<file path="config.mk">
export PLATFORM = sky130hd
export DESIGN_NAME = bresenham_line_stepper_top
export DESIGN_NICKNAME = d
export VERILOG_FILES = /design/src/bls_pkg.sv /design/src/bls_front.sv /design/src/bls_cmd_queue.sv /design/src/bls_back.sv /design/src/bresenham_line_stepper_top.sv
export SDC_FILE = /design/constraint.sdc
export NUM_CORES = 1
export LEC_CHECK = 0
export BUFFER_PORTS_ARGS = -buffer_cell sky130_fd_sc_hd__buf_2
export CORE_ASPECT_RATIO = 1.5
export CORE_MARGIN = 2
export CORE_UTILIZATION = 40
export CTS_CLUSTER_SIZE = 16
export DETAILED_ROUTE_END_ITERATION = 6
export PLACE_DENSITY = 0.51
export SYNTH_ARGS = -nofsm -noshare
export SYNTH_HDL_FRONTEND = slang
export SYNTH_HIERARCHICAL = 1
export SYNTH_SLANG_ARGS = --single-unit
</file>
<file path="constraint.sdc">
create_clock -name clk -period 17.3 [get_ports clk]
set_input_delay 3.46 -clock clk [delete_from_list [all_inputs] [get_ports clk]]
set_output_delay 3.46 -clock clk [all_outputs]
set_load 0.01 [all_outputs]
</file>
<file path="src/bls_pkg.sv">
// ----------------------------------------------------------------------------
// bls_pkg
// Shared types and constants for the Bresenham line stepper.
// ----------------------------------------------------------------------------
package bls_pkg;

  localparam int COORD_BITS = 12;
  localparam int ERR_BITS   = COORD_BITS + 2;
  localparam int ERR2_BITS  = ERR_BITS + 1;
  localparam int CMD_DEPTH  = 4;
  localparam int CMD_PTR_BITS = $clog2(CMD_DEPTH);
  localparam int CMD_CNT_BITS = $clog2(CMD_DEPTH + 1);

  typedef logic signed [COORD_BITS-1:0] coord_t;
  typedef logic        [COORD_BITS-1:0] delta_t;
  typedef logic signed [ERR_BITS-1:0]   err_t;

  typedef enum logic {
    OP_LOAD = 1'b0,
    OP_STEP = 1'b1
  } op_t;

  // A classified command as it waits between the front and the back.
  typedef struct packed {
    logic   is_load;
    coord_t start_u;
    coord_t start_v;
    coord_t end_u;
    coord_t end_v;
    delta_t delta_u;
    delta_t delta_v;
    err_t   error_init;
    logic   neg_u;
    logic   neg_v;
    logic   active;
  } cmd_t;

  typedef struct packed {
    logic empty;
    logic full;
  } queue_status_t;

  typedef struct packed {
    coord_t pixel_u;
    coord_t pixel_v;
    logic   last_pixel;
  } result_t;

endpackage

</file>
<file path="src/bls_front.sv">
// ----------------------------------------------------------------------------
// bls_front
// Accepts input beats and classifies them; load beats get their deltas, step
// directions and initial error term worked out here.
// ----------------------------------------------------------------------------
module bls_front (
  input  logic                    push,
  input  logic                    op,
  input  bls_pkg::coord_t         start_u,
  input  bls_pkg::coord_t         start_v,
  input  bls_pkg::coord_t         end_u,
  input  bls_pkg::coord_t         end_v,
  input  bls_pkg::queue_status_t  cmd_status,
  output logic                    cmd_write,
  output bls_pkg::cmd_t           cmd
);

  logic signed [bls_pkg::COORD_BITS:0] diff_u;
  logic signed [bls_pkg::COORD_BITS:0] diff_v;
  bls_pkg::delta_t                     abs_u;
  bls_pkg::delta_t                     abs_v;

  assign cmd_write = push && !cmd_status.full;

  always_comb begin
    diff_u = {end_u[bls_pkg::COORD_BITS-1], end_u} - {start_u[bls_pkg::COORD_BITS-1], start_u};
    diff_v = {end_v[bls_pkg::COORD_BITS-1], end_v} - {start_v[bls_pkg::COORD_BITS-1], start_v};
    abs_u  = diff_u[bls_pkg::COORD_BITS] ? bls_pkg::delta_t'(-diff_u)
                                         : bls_pkg::delta_t'(diff_u);
    abs_v  = diff_v[bls_pkg::COORD_BITS] ? bls_pkg::delta_t'(-diff_v)
                                         : bls_pkg::delta_t'(diff_v);

    cmd.is_load    = (op == bls_pkg::OP_LOAD);
    cmd.start_u    = start_u;
    cmd.start_v    = start_v;
    cmd.end_u      = end_u;
    cmd.end_v      = end_v;
    cmd.delta_u    = abs_u;
    cmd.delta_v    = abs_v;
    cmd.error_init = $signed({2'b00, abs_u}) - $signed({2'b00, abs_v});
    cmd.neg_u      = (start_u >= end_u);
    cmd.neg_v      = (start_v >= end_v);
    cmd.active     = (start_u != end_u) || (start_v != end_v);
  end

endmodule

</file>
<file path="src/bls_cmd_queue.sv">
// ----------------------------------------------------------------------------
// bls_cmd_queue
// Short queue of classified commands between the front and the back.
// ----------------------------------------------------------------------------
module bls_cmd_queue (
  input  logic                    clk,
  input  logic                    rst,
  input  logic                    wr_en,
  input  bls_pkg::cmd_t           wr_cmd,
  input  logic                    rd_en,
  output bls_pkg::cmd_t           rd_cmd,
  output bls_pkg::queue_status_t  status
);

  bls_pkg::cmd_t                      entries [bls_pkg::CMD_DEPTH];
  logic [bls_pkg::CMD_PTR_BITS-1:0]   wr_ptr;
  logic [bls_pkg::CMD_PTR_BITS-1:0]   rd_ptr;
  logic [bls_pkg::CMD_CNT_BITS-1:0]   count;
  logic                               do_wr;
  logic                               do_rd;

  assign status.empty = (count == '0);
  assign status.full  = (count == bls_pkg::CMD_CNT_BITS'(bls_pkg::CMD_DEPTH));
  assign do_wr = wr_en && !status.full;
  assign do_rd = rd_en && !status.empty;
  assign rd_cmd = entries[rd_ptr];

  always_ff @(posedge clk) begin
    if (do_wr) begin
      entries[wr_ptr] <= wr_cmd;
    end
  end

  always_ff @(posedge clk) begin
    if (rst) begin
      wr_ptr <= '0;
      rd_ptr <= '0;
      count  <= '0;
    end else begin
      if (do_wr) begin
        wr_ptr <= wr_ptr + 1'b1;
      end
      if (do_rd) begin
        rd_ptr <= rd_ptr + 1'b1;
      end
      if (do_wr && !do_rd) begin
        count <= count + 1'b1;
      end else if (do_rd && !do_wr) begin
        count <= count - 1'b1;
      end
    end
  end

endmodule

</file>
<file path="src/bls_back.sv">
// ----------------------------------------------------------------------------
// bls_back
// Carries out commands: loads the line state or takes one Bresenham step,
// and queues emitted pixels in a two-entry result buffer.
// ----------------------------------------------------------------------------
module bls_back (
  input  logic                    clk,
  input  logic                    rst,
  input  bls_pkg::cmd_t           cmd,
  input  bls_pkg::queue_status_t  cmd_status,
  output logic                    cmd_read,
  input  logic                    pop,
  output logic                    empty,
  output bls_pkg::result_t        result
);

  bls_pkg::coord_t current_u;
  bls_pkg::coord_t current_v;
  bls_pkg::coord_t target_u;
  bls_pkg::coord_t target_v;
  bls_pkg::delta_t delta_u;
  bls_pkg::delta_t delta_v;
  bls_pkg::err_t   error_term;
  logic            step_u_negative;
  logic            step_v_negative;
  logic            line_active;

  bls_pkg::result_t out_entries [2];
  logic             out_wr_ptr;
  logic             out_rd_ptr;
  logic [1:0]       out_count;
  logic             out_full;
  logic             out_push;
  logic             out_pop;

  logic signed [bls_pkg::ERR2_BITS-1:0] e2;
  logic signed [bls_pkg::ERR2_BITS-1:0] err_sum;
  logic                                 move_u;
  logic                                 move_v;
  bls_pkg::coord_t                      current_u_next;
  bls_pkg::coord_t                      current_v_next;
  bls_pkg::err_t                        error_term_next;
  logic                                 line_active_next;
  logic                                 do_step;

  assign out_full = (out_count == 2'd2);
  assign empty    = (out_count == 2'd0);
  assign out_pop  = pop && !empty;
  assign result   = out_entries[out_rd_ptr];

  // Every command waits for result space, so a step never has to stall midway.
  assign cmd_read = !cmd_status.empty && !out_full;
  assign do_step  = cmd_read && !cmd.is_load && line_active;
  assign out_push = do_step;

  always_comb begin
    e2 = {error_term, 1'b0};
    move_u = e2 > -$signed({3'b000, delta_v});
    move_v = e2 <  $signed({3'b000, delta_u});
    err_sum = bls_pkg::ERR2_BITS'(error_term);
    if (move_u) begin
      err_sum = err_sum - $signed({3'b000, delta_v});
    end
    if (move_v) begin
      err_sum = err_sum + $signed({3'b000, delta_u});
    end
    error_term_next = bls_pkg::err_t'(err_sum);
    current_u_next = current_u;
    current_v_next = current_v;
    if (move_u) begin
      current_u_next = step_u_negative ? current_u - 1'b1 : current_u + 1'b1;
    end
    if (move_v) begin
      current_v_next = step_v_negative ? current_v - 1'b1 : current_v + 1'b1;
    end
    line_active_next = !((current_u_next == target_u) && (current_v_next == target_v));
  end

  always_ff @(posedge clk) begin
    if (rst) begin
      current_u       <= '0;
      current_v       <= '0;
      target_u        <= '0;
      target_v        <= '0;
      delta_u         <= '0;
      delta_v         <= '0;
      error_term      <= '0;
      step_u_negative <= 1'b0;
      step_v_negative <= 1'b0;
      line_active     <= 1'b0;
    end else if (cmd_read && cmd.is_load) begin
      current_u       <= cmd.start_u;
      current_v       <= cmd.start_v;
      target_u        <= cmd.end_u;
      target_v        <= cmd.end_v;
      delta_u         <= cmd.delta_u;
      delta_v         <= cmd.delta_v;
      error_term      <= cmd.error_init;
      step_u_negative <= cmd.neg_u;
      step_v_negative <= cmd.neg_v;
      line_active     <= cmd.active;
    end else if (do_step) begin
      current_u   <= current_u_next;
      current_v   <= current_v_next;
      error_term  <= error_term_next;
      line_active <= line_active_next;
    end
  end

  always_ff @(posedge clk) begin
    if (out_push) begin
      out_entries[out_wr_ptr].pixel_u    <= current_u;
      out_entries[out_wr_ptr].pixel_v    <= current_v;
      out_entries[out_wr_ptr].last_pixel <= !line_active_next;
    end
  end

  always_ff @(posedge clk) begin
    if (rst) begin
      out_wr_ptr <= 1'b0;
      out_rd_ptr <= 1'b0;
      out_count  <= 2'd0;
    end else begin
      if (out_push) begin
        out_wr_ptr <= !out_wr_ptr;
      end
      if (out_pop) begin
        out_rd_ptr <= !out_rd_ptr;
      end
      if (out_push && !out_pop) begin
        out_count <= out_count + 2'd1;
      end else if (out_pop && !out_push) begin
        out_count <= out_count - 2'd1;
      end
    end
  end

endmodule

</file>
<file path="src/bresenham_line_stepper_top.sv">
// ----------------------------------------------------------------------------
// bresenham_line_stepper_top
// All-octant Bresenham line stepper with queue-style input and result ports.
// ----------------------------------------------------------------------------
// The block takes one input beat per clock while the command queue is not
// full: a load beat (op = 0) latches a line from start to end, and each step
// beat (op = 1) emits the current pixel and advances it, so a line of N
// pixels is drawn by one load and N steps at one pixel per clock while the
// result buffer has room. The end point itself is never emitted, a
// zero-length line emits nothing, and a step with no active line is absorbed
// without a result. The front classifies each beat and computes the absolute
// deltas, step directions and initial error of a load; a four-entry command
// queue lets it keep taking beats while the back stalls. The back applies one
// command per clock while the result buffer has room, and places each pixel
// in a two-entry result buffer, so a beat is accepted even while a finished
// pixel waits to be popped. The back only stalls while both result entries
// are waiting. A step beat is written into the command queue, and its pixel
// is then registered in the result buffer, which drives the result ports.
// Push while full is ignored.
// ----------------------------------------------------------------------------
module bresenham_line_stepper_top (
  input  logic            clk,
  input  logic            rst,
  input  logic            push,
  output logic            full,
  input  logic            op,
  input  bls_pkg::coord_t start_u,
  input  bls_pkg::coord_t start_v,
  input  bls_pkg::coord_t end_u,
  input  bls_pkg::coord_t end_v,
  input  logic            pop,
  output logic            empty,
  output bls_pkg::coord_t pixel_u,
  output bls_pkg::coord_t pixel_v,
  output logic            last_pixel
);

  // Command path between the front and the back.
  bls_pkg::cmd_t          front_cmd;
  bls_pkg::cmd_t          queue_cmd;
  bls_pkg::queue_status_t cmd_status;
  logic                   cmd_write;
  logic                   cmd_read;
  bls_pkg::result_t       result;

  bls_front u_front (
    .push       (push),
    .op         (op),
    .start_u    (start_u),
    .start_v    (start_v),
    .end_u      (end_u),
    .end_v      (end_v),
    .cmd_status (cmd_status),
    .cmd_write  (cmd_write),
    .cmd        (front_cmd)
  );

  bls_cmd_queue u_cmd_queue (
    .clk    (clk),
    .rst    (rst),
    .wr_en  (cmd_write),
    .wr_cmd (front_cmd),
    .rd_en  (cmd_read),
    .rd_cmd (queue_cmd),
    .status (cmd_status)
  );

  bls_back u_back (
    .clk        (clk),
    .rst        (rst),
    .cmd        (queue_cmd),
    .cmd_status (cmd_status),
    .cmd_read   (cmd_read),
    .pop        (pop),
    .empty      (empty),
    .result     (result)
  );

  // The input side reports full exactly when the command queue has no room.
  assign full       = cmd_status.full;
  assign pixel_u    = result.pixel_u;
  assign pixel_v    = result.pixel_v;
  assign last_pixel = result.last_pixel;

endmodule

</file>
==> metrics.txt <==
outcome finished clean; achievable frequency 116.9 MHz; most common cell after layout, fill and taps aside sky130_fd_sc_hd__edfxtp_1; slowest cell on the critical path sky130_fd_sc_hd__a31oi_1; top library cells by usage in the layout, fill and taps aside 410 x sky130_fd_sc_hd__edfxtp_1, 171 x sky130_fd_sc_hd__nand2_1, 133 x sky130_fd_sc_hd__nor2_1; count of yosys warnings during synthesis 6; routed length on met3 2250 um; worst clock skew 0.05878 ns; setup slack of the critical path after layout 8.747 ns; gate family responsible for the most delay along the worst path compound AO/OA/AOI/OAI gates; register bit count reported by yosys 513; Clock H-tree levels 2; top fanout value on the critical path 11; number of synthesized flops with an enable pin 410; arrival time of data at the critical path endpoint 8.84 ns; number of antenna violations at the first check in global routing 0; cell repeated most along the worst path sky130_fd_sc_hd__a21oi_1; synth-to-layout area growth 9.071%; share of power burned in the clock network 19.7%; number of clock sinks 513; wire length on met2 30,680 um; synthesized area per cell 12.93 um2; Final Cell Area 0.02792 mm2; commonest register cell after synthesis sky130_fd_sc_hd__edfxtp_1; maximum resistive drop on vdd 0.08952 mV; average detailed-routed wire length per instance 21.53 um; cell accounting for the most synthesized area sky130_fd_sc_hd__edfxtp_1; Synth Net Count 2,157; First-pass DRT Iterations 5; period utilisation layout 49.44%; Worst setup EP type flip-flop; row count 113; cell depth of the worst flop-to-flop path 26; post-CTS clock slew at the launch and capture registers of the worst setup and hold paths 0.06 ns; chip height 313.8 um; number of setup buffers added after CTS 0; critical setup path kind input pin to flip-flop; total global routing track utilization 18.76%; number of instances in the placed design 2,756; top routing layer used met4; Gates resized, CTS repair 0; final standard cell utilization of the core 44.08%; cell count along the critical path 22; number of diodes added for antenna fixing 0; Max-Cap Viols 0; synthesized instance count 1,980; pre-CTS setup slack 8.282 ns; transition at the pin with the smallest max-transition slack 1.134 ns; Antenna Nets Post-Route 0; post-synth top area share 48.09%; leakage dissipation 9.938 nW; number of DRC violations after detailed-routing iteration 0 893; Die ar. 0.06608 mm2; clock latency reported for the late side of the worst-skew pair 0.61 ns; Distinct cells, synth 96; detailed placer's ending HPWL 43,240 um; first-pass GRT wire length 94,310 um; overflow left after global routing 0; Hold Worst Slack 0.4624 ns; share of total power in combinational logic 45.8%; I/O Buffers 79; number of buffers added to fix hold violations after cts 0; internal power of the cells 3.261 mW; path type of the worst min-delay path flip-flop to flip-flop; number of cells in the finished layout apart from fillers 2,850; vias after detailed routing 15,624; number of buffer and inverter stages on the critical path 3; number of setup violations in the final report 0; Core Footprint 0.06334 mm2; buffer type at the clock tree root sky130_fd_sc_hd__clkbuf_16; Pwr Total 5.364 mW; filler instances 5,875; aggregate negative setup slack 0 ns; setup repair after global routing missed its margin false; Data required, critical path 17.58 ns; Max-Slew Margin vs Limit 24.31%; instance area after placement 0.02632 mm2; largest cells by area after synthesis sky130_fd_sc_hd__edfxtp_1 48%, sky130_fd_sc_hd__dfxtp_1 8.1%, sky130_fd_sc_hd__mux4_2 7.9%; crit-path cells buf_2, inv_1, ha_1, fa_1, nand2b_1, a211oi_1, o221a_2, o21ai_0, a31oi_1, mux2i_1, inv_1, fa_1, a21o_1, a21oi_1, o21bai_1, a21oi_1, o21bai_1, a21o_1, a21oi_1, maj3_1, o21bai_1, a21oi_1; mean number of vias per cell 5.482; number of global-route vias before repair 15,568; TritonCTS clock tree yes; sequential-to-total area share from yosys stat 56.15%; count of pins on the block boundary 80; share of final-layout standard cells stronger than drive strength 1 16.87%; reported net switching power 2.102 mW; largest buffer count on any clock path 3; fin nets 2,180; Die X 210.6 um; fraction of registers with async set or reset after synthesis 0%; Starting Density 40.42%; Slowest Stage Delay on Critical Path 0.74 ns; wire length reported by the detailed router 61,350 um; weighted congestion reported at the end of routability-driven placement 0.8693; Remaining DRCs 0; Worst Hold Path Cells 2; startpoint class of the critical path input pin; combined area of all synthesized cells 0.02560 mm2; maximum number of pins on one net before global-route repair 79; number of buffers created by CTS 50; final critical delay including setup and external delays 8.553 ns; Post-Route M1 WL 27,170 um; sw frac 39.20%; final number of hold-violating endpoints 0; PwrDens 192.1 mW/mm2; sequential fraction of design power 34.6%; Final Max Slew Viols 0
==> power by group through the flow <==
stage | logic (mW) | registers [mW] | clock network [mW]
after floorplan | 1.92 | 1.79 | 0
after global placement | 2.45 | 1.87 | 0
after detailed placement | 2.48 | 1.89 | 0
after CTS | 2.49 | 1.86 | 1.09
after global routing | 2.73 | 1.89 | 1.13
final | 2.46 | 1.85 | 1.06
==> layout make-up <==
| type | instances | area (um2) | share of cell area [%] |
|---|---|---|---|
| clock buffers | 69 | 1395 | 4.996 |
| well taps | 805 | 1007 | 3.607 |
| clock inverters | 25 | 202.7 | 0.7259 |
| multi-input cells | 1234 | 10000 | 35.83 |
| inverters | 108 | 405.4 | 1.452 |
| repair buffers | 96 | 525.5 | 1.882 |
| flip-flops and latches | 513 | 14380 | 51.51 |
==> registers in the layout, summed over array words and instances, names as in the netlist, 2 cells and up, named ones only <==
register / flops
u_cmd_queue/entries: 360
u_back/out_entries: 50
u_back/error_term: 14
u_back/current_u: 12
u_back/current_v: 12
u_back/delta_u: 12
u_back/delta_v: 12
u_back/target_u: 12
u_back/target_v: 12
u_cmd_queue/count: 3
u_back/out_count: 2
u_cmd_queue/rd_ptr: 2
u_cmd_queue/wr_ptr: 2
==> metal layers <==
layer / track usage (%) / vias to the layer above
met3: 2.278 / 71
met2: 32.56 / 318
met1: 25.00 / 7824
li1: - / 7411
met4: 4.706 / 0
met5: 0 / -
==> worst reg2reg max path, delay by kind of cell (launching register included) <==
family                     cells  cell delay [ns]
adders and majority gates      2             0.64
muxes                          1             0.46
buffers and inverters          3             0.71
DFF                            1             0.31
xor gates and xnor gates       1             0.07
AOI/OAI and AO/OA             10             2.12
and+or+nand+nor                9             1.29
==> final timing paths <==
path	start	end	slack (ns)
setup reg to reg	u_back/delta_v[3]	u_back/error_term[11]	11.55
hold reg to reg	u_back/delta_v[3]	u_back/delta_v[3]	0.46
hold / removal	u_back/delta_v[3]	u_back/delta_v[3]	0.46
setup / recovery	end_v[0]	u_cmd_queue/entries[3][15]	8.75
==> cells in the mapped netlist, drive strengths merged, types with 17 or more instances <==
| library cell | n |
|---|---|
| buf | 82 |
| ha | 116 |
| xnor2 | 70 |
| a21oi | 130 |
| nor2b | 19 |
| a21o | 18 |
| dfxtp | 103 |
| nor2 | 135 |
| nor3 | 21 |
| clkbuf | 43 |
| xor2 | 58 |
| o22ai | 21 |
| nand4 | 17 |
| nand3 | 20 |
| mux2i | 19 |
| a211oi | 30 |
| inv | 107 |
| o21ai | 70 |
| nand2 | 173 |
| mux4 | 90 |
| edfxtp | 410 |
| mux2 | 37 |
==> cells by family after synthesis <==
family                     synth area share [%]
xor gates and xnor gates                  4.409
DFF                                       56.15
AOI/OAI and AO/OA                         9.819
and+or+nand+nor                           8.094
muxes                                     10.29
buffers and inverters                     4.863
adders and majority gates                 6.378
Power figures use the tool's default switching activity.
